<file path="src/hw/rtl/at_rx_pkg.sv">
// ----------------------------------------------------------------------------
// at_rx_pkg
// Shared types, codes and reset values for the command reply receiver.
// ----------------------------------------------------------------------------
package at_rx_pkg;

    // default sizes
    localparam int BUF_DEPTH_DEF   = 128;
    localparam int PATTERN_MAX_DEF = 8;

    // widths fixed by the register map and the item fields
    localparam int CFG_DATA_W  = 64;
    localparam int CFG_INDEX_W = 3;
    localparam int TIMEOUT_W   = 16;
    localparam int ATTEMPT_W   = 8;
    localparam int PAT_LEN_W   = 4;
    localparam int COUNT_W     = 8;
    localparam int PAT_BYTES   = CFG_DATA_W / 8;

    // register indexes
    localparam logic [CFG_INDEX_W-1:0] CFG_FIRST_TO = 3'd0;
    localparam logic [CFG_INDEX_W-1:0] CFG_IDLE_TO  = 3'd1;
    localparam logic [CFG_INDEX_W-1:0] CFG_ATTEMPTS = 3'd2;
    localparam logic [CFG_INDEX_W-1:0] CFG_PATTERN  = 3'd3;
    localparam logic [CFG_INDEX_W-1:0] CFG_PAT_LEN  = 3'd4;

    // register reset values
    localparam logic [TIMEOUT_W-1:0]  RST_FIRST_TO = 16'd1000;
    localparam logic [TIMEOUT_W-1:0]  RST_IDLE_TO  = 16'd50;
    localparam logic [ATTEMPT_W-1:0]  RST_ATTEMPTS = 8'd1;
    localparam logic [CFG_DATA_W-1:0] RST_PATTERN  = 64'd0;
    localparam logic [PAT_LEN_W-1:0]  RST_PAT_LEN  = 4'd0;

    localparam logic [TIMEOUT_W-1:0] TICKS_MAX = {TIMEOUT_W{1'b1}};

    typedef enum logic [1:0] {
        FN_TICK  = 2'd0,
        FN_BYTE  = 2'd1,
        FN_START = 2'd2
    } t_func;

    typedef enum logic [1:0] {
        ST_WAIT = 2'd0,
        ST_OK   = 2'd1,
        ST_FAIL = 2'd2,
        ST_IDLE = 2'd3
    } t_status;

    typedef enum logic [1:0] {
        PH_IDLE  = 2'd0,
        PH_FIRST = 2'd1,
        PH_RECV  = 2'd2
    } t_phase;

endpackage

</file>
<file path="src/hw/rtl/at_response_receiver_core.sv">
// ----------------------------------------------------------------------------
// at_response_receiver_core
// Times out and checks the serial reply to a command, with resends.
// ----------------------------------------------------------------------------
// Each input transfer is a 1 ms tick, a received byte or a start request, and
// gives exactly one result transfer (status, send pulse, bytes stored). The
// block takes one transfer per clock while o_in_stall is low: an input
// register feeds one pass of short logic that updates the receiver state
// and loads the result register from that pass. The input register
// keeps taking transfers while a result waits on a stalled output; stall is
// raised only when both registers are full and the output is stalled. A reply
// ends on the first-character timeout, or on idle_timeout ticks of silence
// after a byte; an idle_timeout of zero ends it on the byte itself. Up to
// BUF_DEPTH bytes are counted per attempt. Pattern matching is done as bytes
// arrive over a window of the last PATTERN_MAX bytes, up to the first zero
// byte of the reply, so a pattern written mid-reply only affects later bytes.
// A matched (or, with an empty pattern, any nonempty) reply reports ok; any
// other ending pulses send_command while attempts remain, else reports fail.
// Configuration must only be written while no transfer is in flight.
// ----------------------------------------------------------------------------
module at_response_receiver_core #(
    parameter int BUF_DEPTH   = at_rx_pkg::BUF_DEPTH_DEF,
    parameter int PATTERN_MAX = at_rx_pkg::PATTERN_MAX_DEF
) (
    input  logic                               i_clk,
    input  logic                               i_rst_n,

    // configuration write port
    input  logic                               i_cfg_we,
    input  logic [at_rx_pkg::CFG_INDEX_W-1:0]  i_cfg_index,
    input  logic [at_rx_pkg::CFG_DATA_W-1:0]   i_cfg_data,

    // input channel
    input  logic                               i_in_valid,
    output logic                               o_in_stall,
    input  logic [1:0]                         i_func,
    input  logic [7:0]                         i_rx_byte,

    // result channel
    output logic                               o_out_valid,
    input  logic                               i_out_stall,
    output logic [1:0]                         o_status,
    output logic                               o_send_command,
    output logic [at_rx_pkg::COUNT_W-1:0]      o_bytes_stored
);
    import at_rx_pkg::*;

    localparam int LEN_W    = $clog2(PATTERN_MAX + 1);
    localparam int RECENT_W = 8 * PATTERN_MAX;

    // configuration registers
    logic [TIMEOUT_W-1:0]  r_cfg_first_to;
    logic [TIMEOUT_W-1:0]  r_cfg_idle_to;
    logic [ATTEMPT_W-1:0]  r_cfg_attempts;
    logic [CFG_DATA_W-1:0] r_cfg_pattern;
    logic [PAT_LEN_W-1:0]  r_cfg_pat_len;

    // input register
    logic       r_in_valid;
    logic [1:0] r_in_func;
    logic [7:0] r_in_byte;

    // receiver state
    t_phase                r_phase,   n_phase;
    logic [TIMEOUT_W-1:0]  r_elapsed, n_elapsed;
    logic [COUNT_W-1:0]    r_count,   n_count;
    logic [ATTEMPT_W-1:0]  r_atts,    n_atts;
    logic [RECENT_W-1:0]   r_recent,  n_recent;
    logic [LEN_W-1:0]      r_fill,    n_fill;
    logic                  r_seen,    n_seen;
    logic                  r_ended,   n_ended;

    // result register
    logic                  r_out_valid;
    t_status               r_status,  n_status;
    logic                  r_send,    n_send;
    logic [COUNT_W-1:0]    r_out_count;

    logic w_in_take;
    logic w_adv;
    logic w_out_take;

    logic [7:0]       w_pat [PAT_BYTES];
    logic [LEN_W-1:0] w_eff_len;

    assign w_adv      = r_in_valid && (!r_out_valid || !i_out_stall);
    assign o_in_stall = r_in_valid && !w_adv;
    assign w_in_take  = i_in_valid && !o_in_stall;
    assign w_out_take = r_out_valid && !i_out_stall;

    // configuration writes
    always_ff @(posedge i_clk) begin
        if (!i_rst_n) begin
            r_cfg_first_to <= RST_FIRST_TO;
            r_cfg_idle_to  <= RST_IDLE_TO;
            r_cfg_attempts <= RST_ATTEMPTS;
            r_cfg_pattern  <= RST_PATTERN;
            r_cfg_pat_len  <= RST_PAT_LEN;
        end else if (i_cfg_we) begin
            case (i_cfg_index)
                CFG_FIRST_TO: r_cfg_first_to <= i_cfg_data[TIMEOUT_W-1:0];
                CFG_IDLE_TO:  r_cfg_idle_to  <= i_cfg_data[TIMEOUT_W-1:0];
                CFG_ATTEMPTS: r_cfg_attempts <= i_cfg_data[ATTEMPT_W-1:0];
                CFG_PATTERN:  r_cfg_pattern  <= i_cfg_data;
                CFG_PAT_LEN:  r_cfg_pat_len  <= i_cfg_data[PAT_LEN_W-1:0];
                default: ;
            endcase
        end
    end

    // effective pattern length: clipped, then cut at the first zero byte
    always_comb begin
        logic [PAT_LEN_W-1:0] clip;
        for (int k = 0; k < PAT_BYTES; k++) begin
            w_pat[k] = r_cfg_pattern[8*k +: 8];
        end
        clip = (r_cfg_pat_len > PAT_LEN_W'(PATTERN_MAX)) ? PAT_LEN_W'(PATTERN_MAX)
                                                         : r_cfg_pat_len;
        w_eff_len = LEN_W'(clip);
        for (int k = PATTERN_MAX - 1; k >= 0; k--) begin
            if (PAT_LEN_W'(k) < clip && w_pat[k] == 8'd0) begin
                w_eff_len = LEN_W'(k);
            end
        end
    end

    // one pass of the receiver for the item in the input register
    always_comb begin
        logic       do_attempt;
        logic       do_finish;
        logic       hit;
        logic [2:0] pidx;

        n_phase   = r_phase;
        n_elapsed = r_elapsed;
        n_count   = r_count;
        n_atts    = r_atts;
        n_recent  = r_recent;
        n_fill    = r_fill;
        n_seen    = r_seen;
        n_ended   = r_ended;
        n_status  = (r_phase == PH_IDLE) ? ST_IDLE : ST_WAIT;
        n_send    = 1'b0;
        do_attempt = 1'b0;
        do_finish  = 1'b0;
        hit        = 1'b1;
        pidx       = 3'd0;

        case (r_in_func)
            FN_START: begin
                n_atts     = r_cfg_attempts;
                do_attempt = 1'b1;
            end
            FN_TICK: begin
                if (r_phase != PH_IDLE) begin
                    if (r_elapsed != TICKS_MAX) begin
                        n_elapsed = r_elapsed + 1'b1;
                    end
                    if (r_phase == PH_FIRST) begin
                        do_attempt = (n_elapsed >= r_cfg_first_to);
                    end else begin
                        do_finish = (n_elapsed >= r_cfg_idle_to);
                    end
                end
            end
            FN_BYTE: begin
                if (r_phase != PH_IDLE) begin
                    n_phase   = PH_RECV;
                    n_elapsed = '0;
                    if (r_count < COUNT_W'(BUF_DEPTH)) begin
                        n_count = r_count + 1'b1;
                        if (!r_ended) begin
                            if (r_in_byte == 8'd0) begin
                                n_ended = 1'b1;
                            end else begin
                                n_recent = RECENT_W'({r_recent, r_in_byte});
                                if (r_fill != LEN_W'(PATTERN_MAX)) begin
                                    n_fill = r_fill + 1'b1;
                                end
                                // newest byte lines up with the last pattern byte
                                for (int i = 0; i < PATTERN_MAX; i++) begin
                                    if (LEN_W'(i) < w_eff_len) begin
                                        pidx = 3'(w_eff_len - LEN_W'(i) - LEN_W'(1));
                                        if (n_recent[8*i +: 8] != w_pat[pidx]) begin
                                            hit = 1'b0;
                                        end
                                    end
                                end
                                if (w_eff_len != '0 && n_fill >= w_eff_len && hit) begin
                                    n_seen = 1'b1;
                                end
                            end
                        end
                    end
                    do_finish = (r_cfg_idle_to == '0);
                end
            end
            default: ;
        endcase

        if (do_finish) begin
            if (n_count != '0 && (w_eff_len == '0 || n_seen)) begin
                n_phase  = PH_IDLE;
                n_status = ST_OK;
            end else begin
                do_attempt = 1'b1;
            end
        end

        if (do_attempt) begin
            if (n_atts != '0) begin
                n_atts    = n_atts - 1'b1;
                n_send    = 1'b1;
                n_status  = ST_WAIT;
                n_phase   = PH_FIRST;
                n_elapsed = '0;
                n_count   = '0;
                n_recent  = '0;
                n_fill    = '0;
                n_seen    = 1'b0;
                n_ended   = 1'b0;
            end else begin
                n_phase  = PH_IDLE;
                n_status = ST_FAIL;
            end
        end
    end

    // input register
    always_ff @(posedge i_clk) begin
        if (!i_rst_n) begin
            r_in_valid <= 1'b0;
        end else if (w_in_take) begin
            r_in_valid <= 1'b1;
        end else if (w_adv) begin
            r_in_valid <= 1'b0;
        end
    end

    always_ff @(posedge i_clk) begin
        if (w_in_take) begin
            r_in_func <= i_func;
            r_in_byte <= i_rx_byte;
        end
    end

    // receiver state and result register
    always_ff @(posedge i_clk) begin
        if (!i_rst_n) begin
            r_phase     <= PH_IDLE;
            r_elapsed   <= '0;
            r_count     <= '0;
            r_atts      <= '0;
            r_recent    <= '0;
            r_fill      <= '0;
            r_seen      <= 1'b0;
            r_ended     <= 1'b0;
            r_out_valid <= 1'b0;
        end else begin
            if (w_adv) begin
                r_phase     <= n_phase;
                r_elapsed   <= n_elapsed;
                r_count     <= n_count;
                r_atts      <= n_atts;
                r_recent    <= n_recent;
                r_fill      <= n_fill;
                r_seen      <= n_seen;
                r_ended     <= n_ended;
                r_out_valid <= 1'b1;
            end else if (w_out_take) begin
                r_out_valid <= 1'b0;
            end
        end
    end

    always_ff @(posedge i_clk) begin
        if (w_adv) begin
            r_status    <= n_status;
            r_send      <= n_send;
            r_out_count <= n_count;
        end
    end

    assign o_out_valid    = r_out_valid;
    assign o_status       = r_status;
    assign o_send_command = r_send;
    assign o_bytes_stored = r_out_count;

    // a send pulse always opens a fresh attempt
    a_send_opens_attempt: assert property (@(posedge i_clk) disable iff (!i_rst_n)
        o_out_valid && o_send_command |-> o_status == ST_WAIT && r_phase == PH_FIRST)
        else $error("send pulse without a fresh attempt");

    // a final verdict leaves the receiver idle
    a_verdict_idles: assert property (@(posedge i_clk) disable iff (!i_rst_n)
        o_out_valid && (o_status == ST_OK || o_status == ST_FAIL) |-> r_phase == PH_IDLE)
        else $error("verdict given while still receiving");

    // stored byte count stays within the store
    a_count_bound: assert property (@(posedge i_clk) disable iff (!i_rst_n)
        r_count <= COUNT_W'(BUF_DEPTH) && r_fill <= LEN_W'(PATTERN_MAX))
        else $error("byte count or window fill out of range");

    // an item held in the input register is never dropped
    a_item_kept: assert property (@(posedge i_clk) disable iff (!i_rst_n)
        r_in_valid && !w_adv |=> r_in_valid)
        else $error("held input item lost");

endmodule

</file>
<file path="config.mk">
export PLATFORM = sky130hd
export DESIGN_NAME = at_response_receiver_core
export DESIGN_NICKNAME = d
export VERILOG_FILES = /design/src/hw/rtl/at_rx_pkg.sv /design/src/hw/rtl/at_response_receiver_core.sv
export SDC_FILE = /design/constraint.sdc
export NUM_CORES = 1
export LEC_CHECK = 0
export BUFFER_PORTS_ARGS = -buffer_cell sky130_fd_sc_hd__buf_4
export CORE_MARGIN = 3
export CORE_UTILIZATION = 62
export CTS_BUF_LIST = sky130_fd_sc_hd__clkbuf_4 sky130_fd_sc_hd__clkbuf_8 sky130_fd_sc_hd__clkbuf_16
export CTS_CLUSTER_SIZE = 20
export DETAILED_ROUTE_END_ITERATION = 6
export PLACE_DENSITY_LB_ADDON = 0.12
export SLEW_MARGIN = 5
export SYNTH_ARGS = -nofsm -noshare
export SYNTH_HDL_FRONTEND = slang
export SYNTH_SLANG_ARGS = --single-unit
</file>
<file path="constraint.sdc">
create_clock -name i_clk -period 6.55 [get_ports i_clk]
set_input_delay 0.9825 -clock i_clk [delete_from_list [all_inputs] [get_ports i_clk]]
set_output_delay 0.9825 -clock i_clk [all_outputs]
set_load 0.1 [all_outputs]
</file>
Word-level counts from Yosys, hierarchy flattened

Cells that the tools add are included.

Memories: 0
Register bits: 235
Bits in writable memories: 0
Bits in latches: 0
Memory bits (read-only): 0
Word-level logic and storage cells: 278
Input port bits: 82
Output and inout port bits: 13

Eq/ne operators: 17
Divide/modulo/power cells: 0
Reduce and logical (&&, ||, !) cells: 46
Shift-type cells: 0
Multipliers: 0
$lt $le $gt $ge: 29
$add $sub $neg: 18
Bitwise logic cells: 8
Muxes and demuxes: 140

Operators with widths:

| operator                                                                     | number |
|---|---|
| 64-bit two-way mux                                                           | 7 |
| 8-bit binary-select mux with 3-bit select                                    | 8 |
| 8-bit two-way mux                                                            | 24 |
| 16-bit two-way mux                                                           | 7 |
| 4-bit two-way mux                                                            | 22 |
| 8-bit logical NOT                                                            | 9 |
| 8-bit != test                                                                | 8 |
| 1-bit two-way mux                                                            | 59 |
| 16-bit greater-or-equal comparator                                           | 2 |
| 4-bit greater-or-equal comparator (second input constant)                    | 8 |
| 3-bit by 4-bit less-than comparator with 1-bit output (first input constant) | 8 |
| 3-bit inverter with 4-bit output                                             | 8 |
| 16-bit case mux with 2 select lines                                          | 1 |
| 3-bit by 1-bit subtractor with 3-bit output (second input constant)          | 8 |
| 2-bit two-way mux                                                            | 10 |
| 16-bit by 1-bit adder with 16-bit output (second input constant)             | 1 |
| 16-bit logical NOT                                                           | 1 |
| 1-bit by 4-bit less-than comparator with 1-bit output (first input constant) | 4 |
| 2-bit by 4-bit less-than comparator with 1-bit output (first input constant) | 4 |
| 16-bit != test (second input constant)                                       | 1 |
| 8-bit nonzero test                                                           | 2 |
| 1-bit logical AND                                                            | 15 |
| 3-bit subtractor (second input constant)                                     | 4 |
| 2-bit AND reduction                                                          | 5 |
| other kinds (21)                                                             | 32 |

Depth between registers and ports, before layout

Depth after elaboration: 61
Depth in mapped cells: 28
Mapped depth without buffers: 23

Least setup slack after synthesis

Ideal clock, no wire load.

Kind: register to register
Start point: register r_cfg_pattern[17]
End point: register r_elapsed[14]
Arrival time: 5.871 ns
Clock period less this slack: 5.929 ns
Setup slack: 0.621 ns
Library setup time: 0.058 ns
Required time: 6.492 ns
Cell stages (with the launch flop): 24
Buffers on the path: 6
Path through: dfxtp_1 > or4_1 > a211oi_2 > a2bb2oi_1 > o21ai_4 > buf_4 > buf_2 > buf_2 > ha_1 > inv_2 > clkbuf_1 > mux4_2 > mux2i_1 > xor2_1 > nand4_1 > nor2_1 > o2111ai_1 > a221o_1 > a2111oi_4 > nor3b_2 > buf_6 > buf_6 > nor4_2 > o21a_1

Word-level cells in the longest chain between the ends: 54
Elaborated cells between the ends (all ways): 114
Those cells by class: add/sub: 14; order compare: 9; eq/ne: 8; mux: 67; bitwise: 8; reduce/logical: 8

Ends and longest elaborated chain:

| item                                                                                 | RTL line                         | RTL |
|---|---|---|
| from (decl)                                                                          | at_response_receiver_core.sv:55  | `logic [CFG_DATA_W-1:0] r_cfg_pattern;` |
| from (signal assigned)                                                               | at_response_receiver_core.sv:104 | `CFG_PATTERN: r_cfg_pattern <= i_cfg_data;` |
| branches (longest 49 deep; another with 3-bit by 1-bit subtractor with 3-bit output) | n/a                              |  |
| 1-bit logical OR (*)                                                                 | at_response_receiver_core.sv:202 | `if (n_count != '0 && (w_eff_len == '0 \|\| n_seen)) begin` |
| 1-bit logical AND (*)                                                                | at_response_receiver_core.sv:202 |  |
| 1-bit two-way mux (*)                                                                | at_response_receiver_core.sv:202 |  |
| 1-bit two-way mux (*)                                                                | at_response_receiver_core.sv:201 | `if (do_finish) begin` |
| 16-bit two-way mux (*)                                                               | at_response_receiver_core.sv:210 | `if (do_attempt) begin` |
| to (signal assigned)                                                                 | at_response_receiver_core.sv:262 | `r_elapsed <= n_elapsed;` |
| to (decl)                                                                            | at_response_receiver_core.sv:65  | `logic [TIMEOUT_W-1:0] r_elapsed, n_elapsed;` |

Mark *: on every way between the ends. The select of a mux whose other input is x is not followed.
A chain may end at the register's enable or synchronous reset.

Worst setup path after layout

Start point: register r_cfg_pattern[47]
End point: register r_fill[2]

Word-level cells in the longest chain between the ends: 57
Elaborated cells between the ends (all ways): 117
Those cells by class: add/sub: 14; order compare: 9; eq/ne: 8; mux: 70; bitwise: 8; reduce/logical: 8

Ends and longest elaborated chain:

| item                                                                                 | RTL line                         | RTL |
|---|---|---|
| branches (longest 52 deep; another with 3-bit by 1-bit subtractor with 3-bit output) | n/a                              |  |
| 1-bit logical OR (*)                                                                 | at_response_receiver_core.sv:202 |  |
| 1-bit logical AND (*)                                                                | at_response_receiver_core.sv:202 |  |
| 1-bit two-way mux (*)                                                                | at_response_receiver_core.sv:202 |  |
| 1-bit two-way mux (*)                                                                | at_response_receiver_core.sv:201 |  |
| 4-bit two-way mux (*)                                                                | at_response_receiver_core.sv:210 |  |
| to (signal assigned)                                                                 | at_response_receiver_core.sv:266 | `r_fill <= n_fill;` |
| to (decl)                                                                            | at_response_receiver_core.sv:69  | `logic [LEN_W-1:0] r_fill, n_fill;` |

Marked as above.

==> impl_metrics.toml <==
[global_routing]
number_of_global_route_vias_before_repair = 13880
groute.usage.overall_pct = 37.06
grt_max_degree = 101
global_route.usage.met2_pct = 60.29
antenna_violations_before_repair = 0
grt_first_pass_wirelength_mm = 77.11
gr-total-overflow = 0
grt_util_met3_pct = 8.445
use_met1_pct = 45.39
globalRoute.busiestLayer = "met2"

[status]
run_status = "completed"

[sta]
final_min_period_over_clock_period_pct = 94.38
timing.slew.headroom_pct = 24.44
max_clock_freq_mhz = 161.8
drv_slew = 0
final-hold-violation-count = 0
timing.final.setup_violations = 0
unrepaired_setup_endpoints_after_global_routing = "false"
totalNegativeSetupSlack_ps = 0
tightestPinTransition_ps = 1133
worst_clock_skew_ps = 16.62
finalHoldWorstSlack_ps = 454.9
finalCriticalPeriod_ps = 6182

[worst_setup_path]
cp.buffers_inverters = 2
worst_setup_path_end_kind = "flop"
critical_path.slowest_cell = "sky130_fd_sc_hd__xnor3_1"
worst_path_largest_cell_delay_ps = 680
timing.reg2reg.worst_path_depth = 19
rrSetupSlack_ps = 370
worst-endpoint-arrival_ps = 6640
critPathTopFamily = "compound AO/OA/AOI/OAI gates"
crit_chain = "nor4_2 -> nand3_1 -> a32oi_1 -> o21ai_1 -> nand2_1 -> buf_4 -> ha_1 -> xnor3_1 -> mux2i_1 -> xor2_1 -> nand4_1 -> nor2_1 -> o2111ai_1 -> a221o_1 -> a2111oi_4 -> nor3b_4 -> a21oi_4 -> buf_12 -> nor3b_1"
timing.critical_path.fanout_max = 64
critPathLaunch = "r_cfg_pattern[47]"
setup.worst_path.start_class = "flop"
cp_data_required_time_ps = 7000
path_class = "flop to flop"
r2r_start = "r_cfg_pattern[47]"
cp.depth = 19

[final_layout]
design.final.nets = 2040
area_delta_synth_final_pct = 15.03
most-common-layout-cells = "376 x sky130_fd_sc_hd__nand2_1, 206 x sky130_fd_sc_hd__dfxtp_1, 174 x sky130_fd_sc_hd__buf_4"
mostFrequentLayoutCell = "sky130_fd_sc_hd__nand2_1"
final_cell_count_no_fill = 2253
drive_gt1_share_pct = 16.40
fillerInstances = 1870

[routing]
routed_wl_mm = 50.37
drc = 0
detail_route.vias_per_cell = 6.495
vias = 14634
initialDrtViolationCount = 1758
routedWlPerCell_um = 22.36
detailedRoute.firstPassIterationCount = 6
drtAntennaViolNets = 0

[power_and_ir_drop]
power.net_switching_w = 0.001122
power.share.clock_pct = 40.6
seqPwrFrac_pct = 37.4
leakage_nw = 6.796
pwr_dens_nw_per_um2 = 220.9
sw_frac_of_total_pct = 28.88
internal_power_w = 0.002764
power.combinational.fraction_pct = 22.0
worst_ir_drop_vdd_mv = 0.2338

[place]
gp_routability_congestion = 1.059
place.detailed.hpwl_mm = 36.55
numPortBuffers = 94
placed_cells = 2206

[min_path]
holdCritStartpoint = "r_cfg_attempts[5]"
min_path_type = "flop to flop"
worst_hold_path.num_cells = 2

[logic_synthesis]
ys_async_sr_fraction_pct = 0
netlist_area_um2 = 15300
yosys.cell_types.count = 90
yosys_warnings = 0
avgSynthCellArea_um2 = 8.341
synth-main-ff-cell = "sky130_fd_sc_hd__dfxtp_1"
synth_top_cell_by_area = "sky130_fd_sc_hd__dfxtp_1"
synth-edff-count = 21
synth.area.top_cells = "sky130_fd_sc_hd__dfxtp_1 27%, sky130_fd_sc_hd__nand2_1 9.3%, sky130_fd_sc_hd__mux2i_1 9.1%, sky130_fd_sc_hd__mux4_2 6.2%, sky130_fd_sc_hd__a21oi_1 4.6%"
postSynthRegisterBits = 227
proportion_of_synthesized_chip_area_in_sequential_cells_pct = 31.08
postSynthNetCount = 1959
yosys.area.top_type_share_pct = 26.96
netlist_instances = 1834

[die]
start_util_pct = 64.21
die_y_um = 163.1
boundaryPins = 95
std_cell_rows = 56
die_w_um = 163.1
core-area_um2 = 23820
die_area_um2 = 26590

[cts]
clock-root-buffer = "sky130_fd_sc_hd__clkbuf_16"
htree_levels = 1
cts_tree = "built"
cts_made_buffers = 25
clock-sinks = 227
insertion_delay_ps = 550
clockBufferDepth = 3
clk_transition_reported_paths_ps = 60

[flow_run]
timing.max_cap.violations = 0
## state kept, by name, summed over array words and instances, names as in the netlist, 2 cells and up
signal / cells
r_phase: 2
r_atts: 8
r_cfg_attempts: 8
r_cfg_idle_to: 16
o_bytes_stored: 8
r_recent: 56
r_fill: 4
r_elapsed: 16
r_cfg_first_to: 16
r_in_func: 2
r_cfg_pat_len: 4
r_in_byte: 8
r_count: 8
o_status: 2
r_cfg_pattern: 64
## path summary, 6_finish.rpt
kind                                           to
worst max-delay path                    r_fill[2]
worst min-delay path            r_cfg_attempts[5]
worst max register to register          r_fill[2]
worst min register to register  r_cfg_attempts[5]
## worst reg2reg max path, stage by stage, from the launching register on
cell and delay, ps:
sky130_fd_sc_hd__dfxtp_1 500, sky130_fd_sc_hd__nor4_2 500, sky130_fd_sc_hd__nand3_1 150, sky130_fd_sc_hd__a32oi_1 290
sky130_fd_sc_hd__o21ai_1 210, sky130_fd_sc_hd__nand2_1 160, sky130_fd_sc_hd__buf_4 340, sky130_fd_sc_hd__ha_1 260
sky130_fd_sc_hd__xnor3_1 680, sky130_fd_sc_hd__mux2i_1 580, sky130_fd_sc_hd__xor2_1 210, sky130_fd_sc_hd__nand4_1 120
sky130_fd_sc_hd__nor2_1 170, sky130_fd_sc_hd__o2111ai_1 140, sky130_fd_sc_hd__a221o_1 510, sky130_fd_sc_hd__a2111oi_4 440
sky130_fd_sc_hd__nor3b_4 120, sky130_fd_sc_hd__a21oi_4 200, sky130_fd_sc_hd__buf_12 230, sky130_fd_sc_hd__nor3b_1 290
## stage by stage
stage                     setup WS [ps]  utilization (%)  cell area (µm²)  power [W]
after global placement            274.6            69.53            16560   0.002291
final                             368.0            73.87            17600   0.003886
after floorplan                   620.5                -            15300   0.002050
after global routing              13.02            73.86            17590   0.003997
after detailed placement          46.52            69.53            16560   0.002303
after CTS                         28.46            73.47            17500   0.003871
## final cells by class
cell class	count	area (µm²)	area share (%)
Clock inverter	12	207.7	1.180
Multi-Input combinational cell	1427	9868	56.08
Antenna cell	1	2.502	0.01422
Clock buffer	33	729.5	4.145
Sequential cell	227	4755	27.02
Tap cell	319	399.1	2.268
Inverter	54	209.0	1.187
Timing Repair Buffer	180	1426	8.106
## cell usage after synthesis, types with 8 or more instances
library cell and number:
sky130_fd_sc_hd__nand2b_1 11, sky130_fd_sc_hd__dfxtp_1 206, sky130_fd_sc_hd__nand3_1 62, sky130_fd_sc_hd__a21boi_0 19
sky130_fd_sc_hd__nor2b_1 20, sky130_fd_sc_hd__and3_1 23, sky130_fd_sc_hd__buf_1 9, sky130_fd_sc_hd__a31oi_1 14
sky130_fd_sc_hd__inv_1 50, sky130_fd_sc_hd__o21a_1 16, sky130_fd_sc_hd__ha_1 43, sky130_fd_sc_hd__nor3b_1 8
sky130_fd_sc_hd__a22o_1 11, sky130_fd_sc_hd__o211ai_1 13, sky130_fd_sc_hd__mux2i_1 139, sky130_fd_sc_hd__a21boi_1 41
sky130_fd_sc_hd__nand2_1 377, sky130_fd_sc_hd__buf_4 12, sky130_fd_sc_hd__nor4_1 26, sky130_fd_sc_hd__nor2_1 82
sky130_fd_sc_hd__a21o_1 21, sky130_fd_sc_hd__a2111oi_0 9, sky130_fd_sc_hd__buf_2 22, sky130_fd_sc_hd__or3_1 10
sky130_fd_sc_hd__nand4_1 16, sky130_fd_sc_hd__xor2_1 32, sky130_fd_sc_hd__xnor2_1 56, sky130_fd_sc_hd__clkbuf_1 77
sky130_fd_sc_hd__a21oi_1 142, sky130_fd_sc_hd__edfxtp_1 21, sky130_fd_sc_hd__o21ai_0 41, sky130_fd_sc_hd__mux4_2 42
sky130_fd_sc_hd__nor3_1 29, sky130_fd_sc_hd__and2_1 11
## cells by family after synthesis
| kind of cell | synth area share [%] |
|---|---|
| AO/OA/AOI/OAI | 17.94 |
| flip-flops | 31.08 |
| AND/OR/NAND/NOR | 20.92 |
| XOR/XNOR | 5.186 |
| multiplexers | 16.14 |
| adder cells (fa/ha/maj) | 3.517 |
| buffers and inverters | 5.218 |
## power by group through the flow
stage                     combinational, W  clock (W)  sequential, W
after floorplan                   0.000553          0        0.00150
after global placement            0.000810          0        0.00148
after detailed placement          0.000820          0        0.00148
after CTS                         0.000822    0.00160        0.00145
after global routing              0.000896    0.00164        0.00146
final                             0.000853    0.00158        0.00145
## layer usage
layer  part of all wire (%)  up-vias
li1                       -     6730
met1                     38     6963
met2                     46      733
met3                    9.1      208
met4                    6.8        0
met5                      0        -
## what timing repair did
item | in CTS | in global routing
gates resized for setup | 0 | 16
hold buffers | 0 | 0
setup buffers | 0 | 1
endpoints found under the setup margin | 0 | 106
No activity file was read; power rests on OpenSTA's default activity.
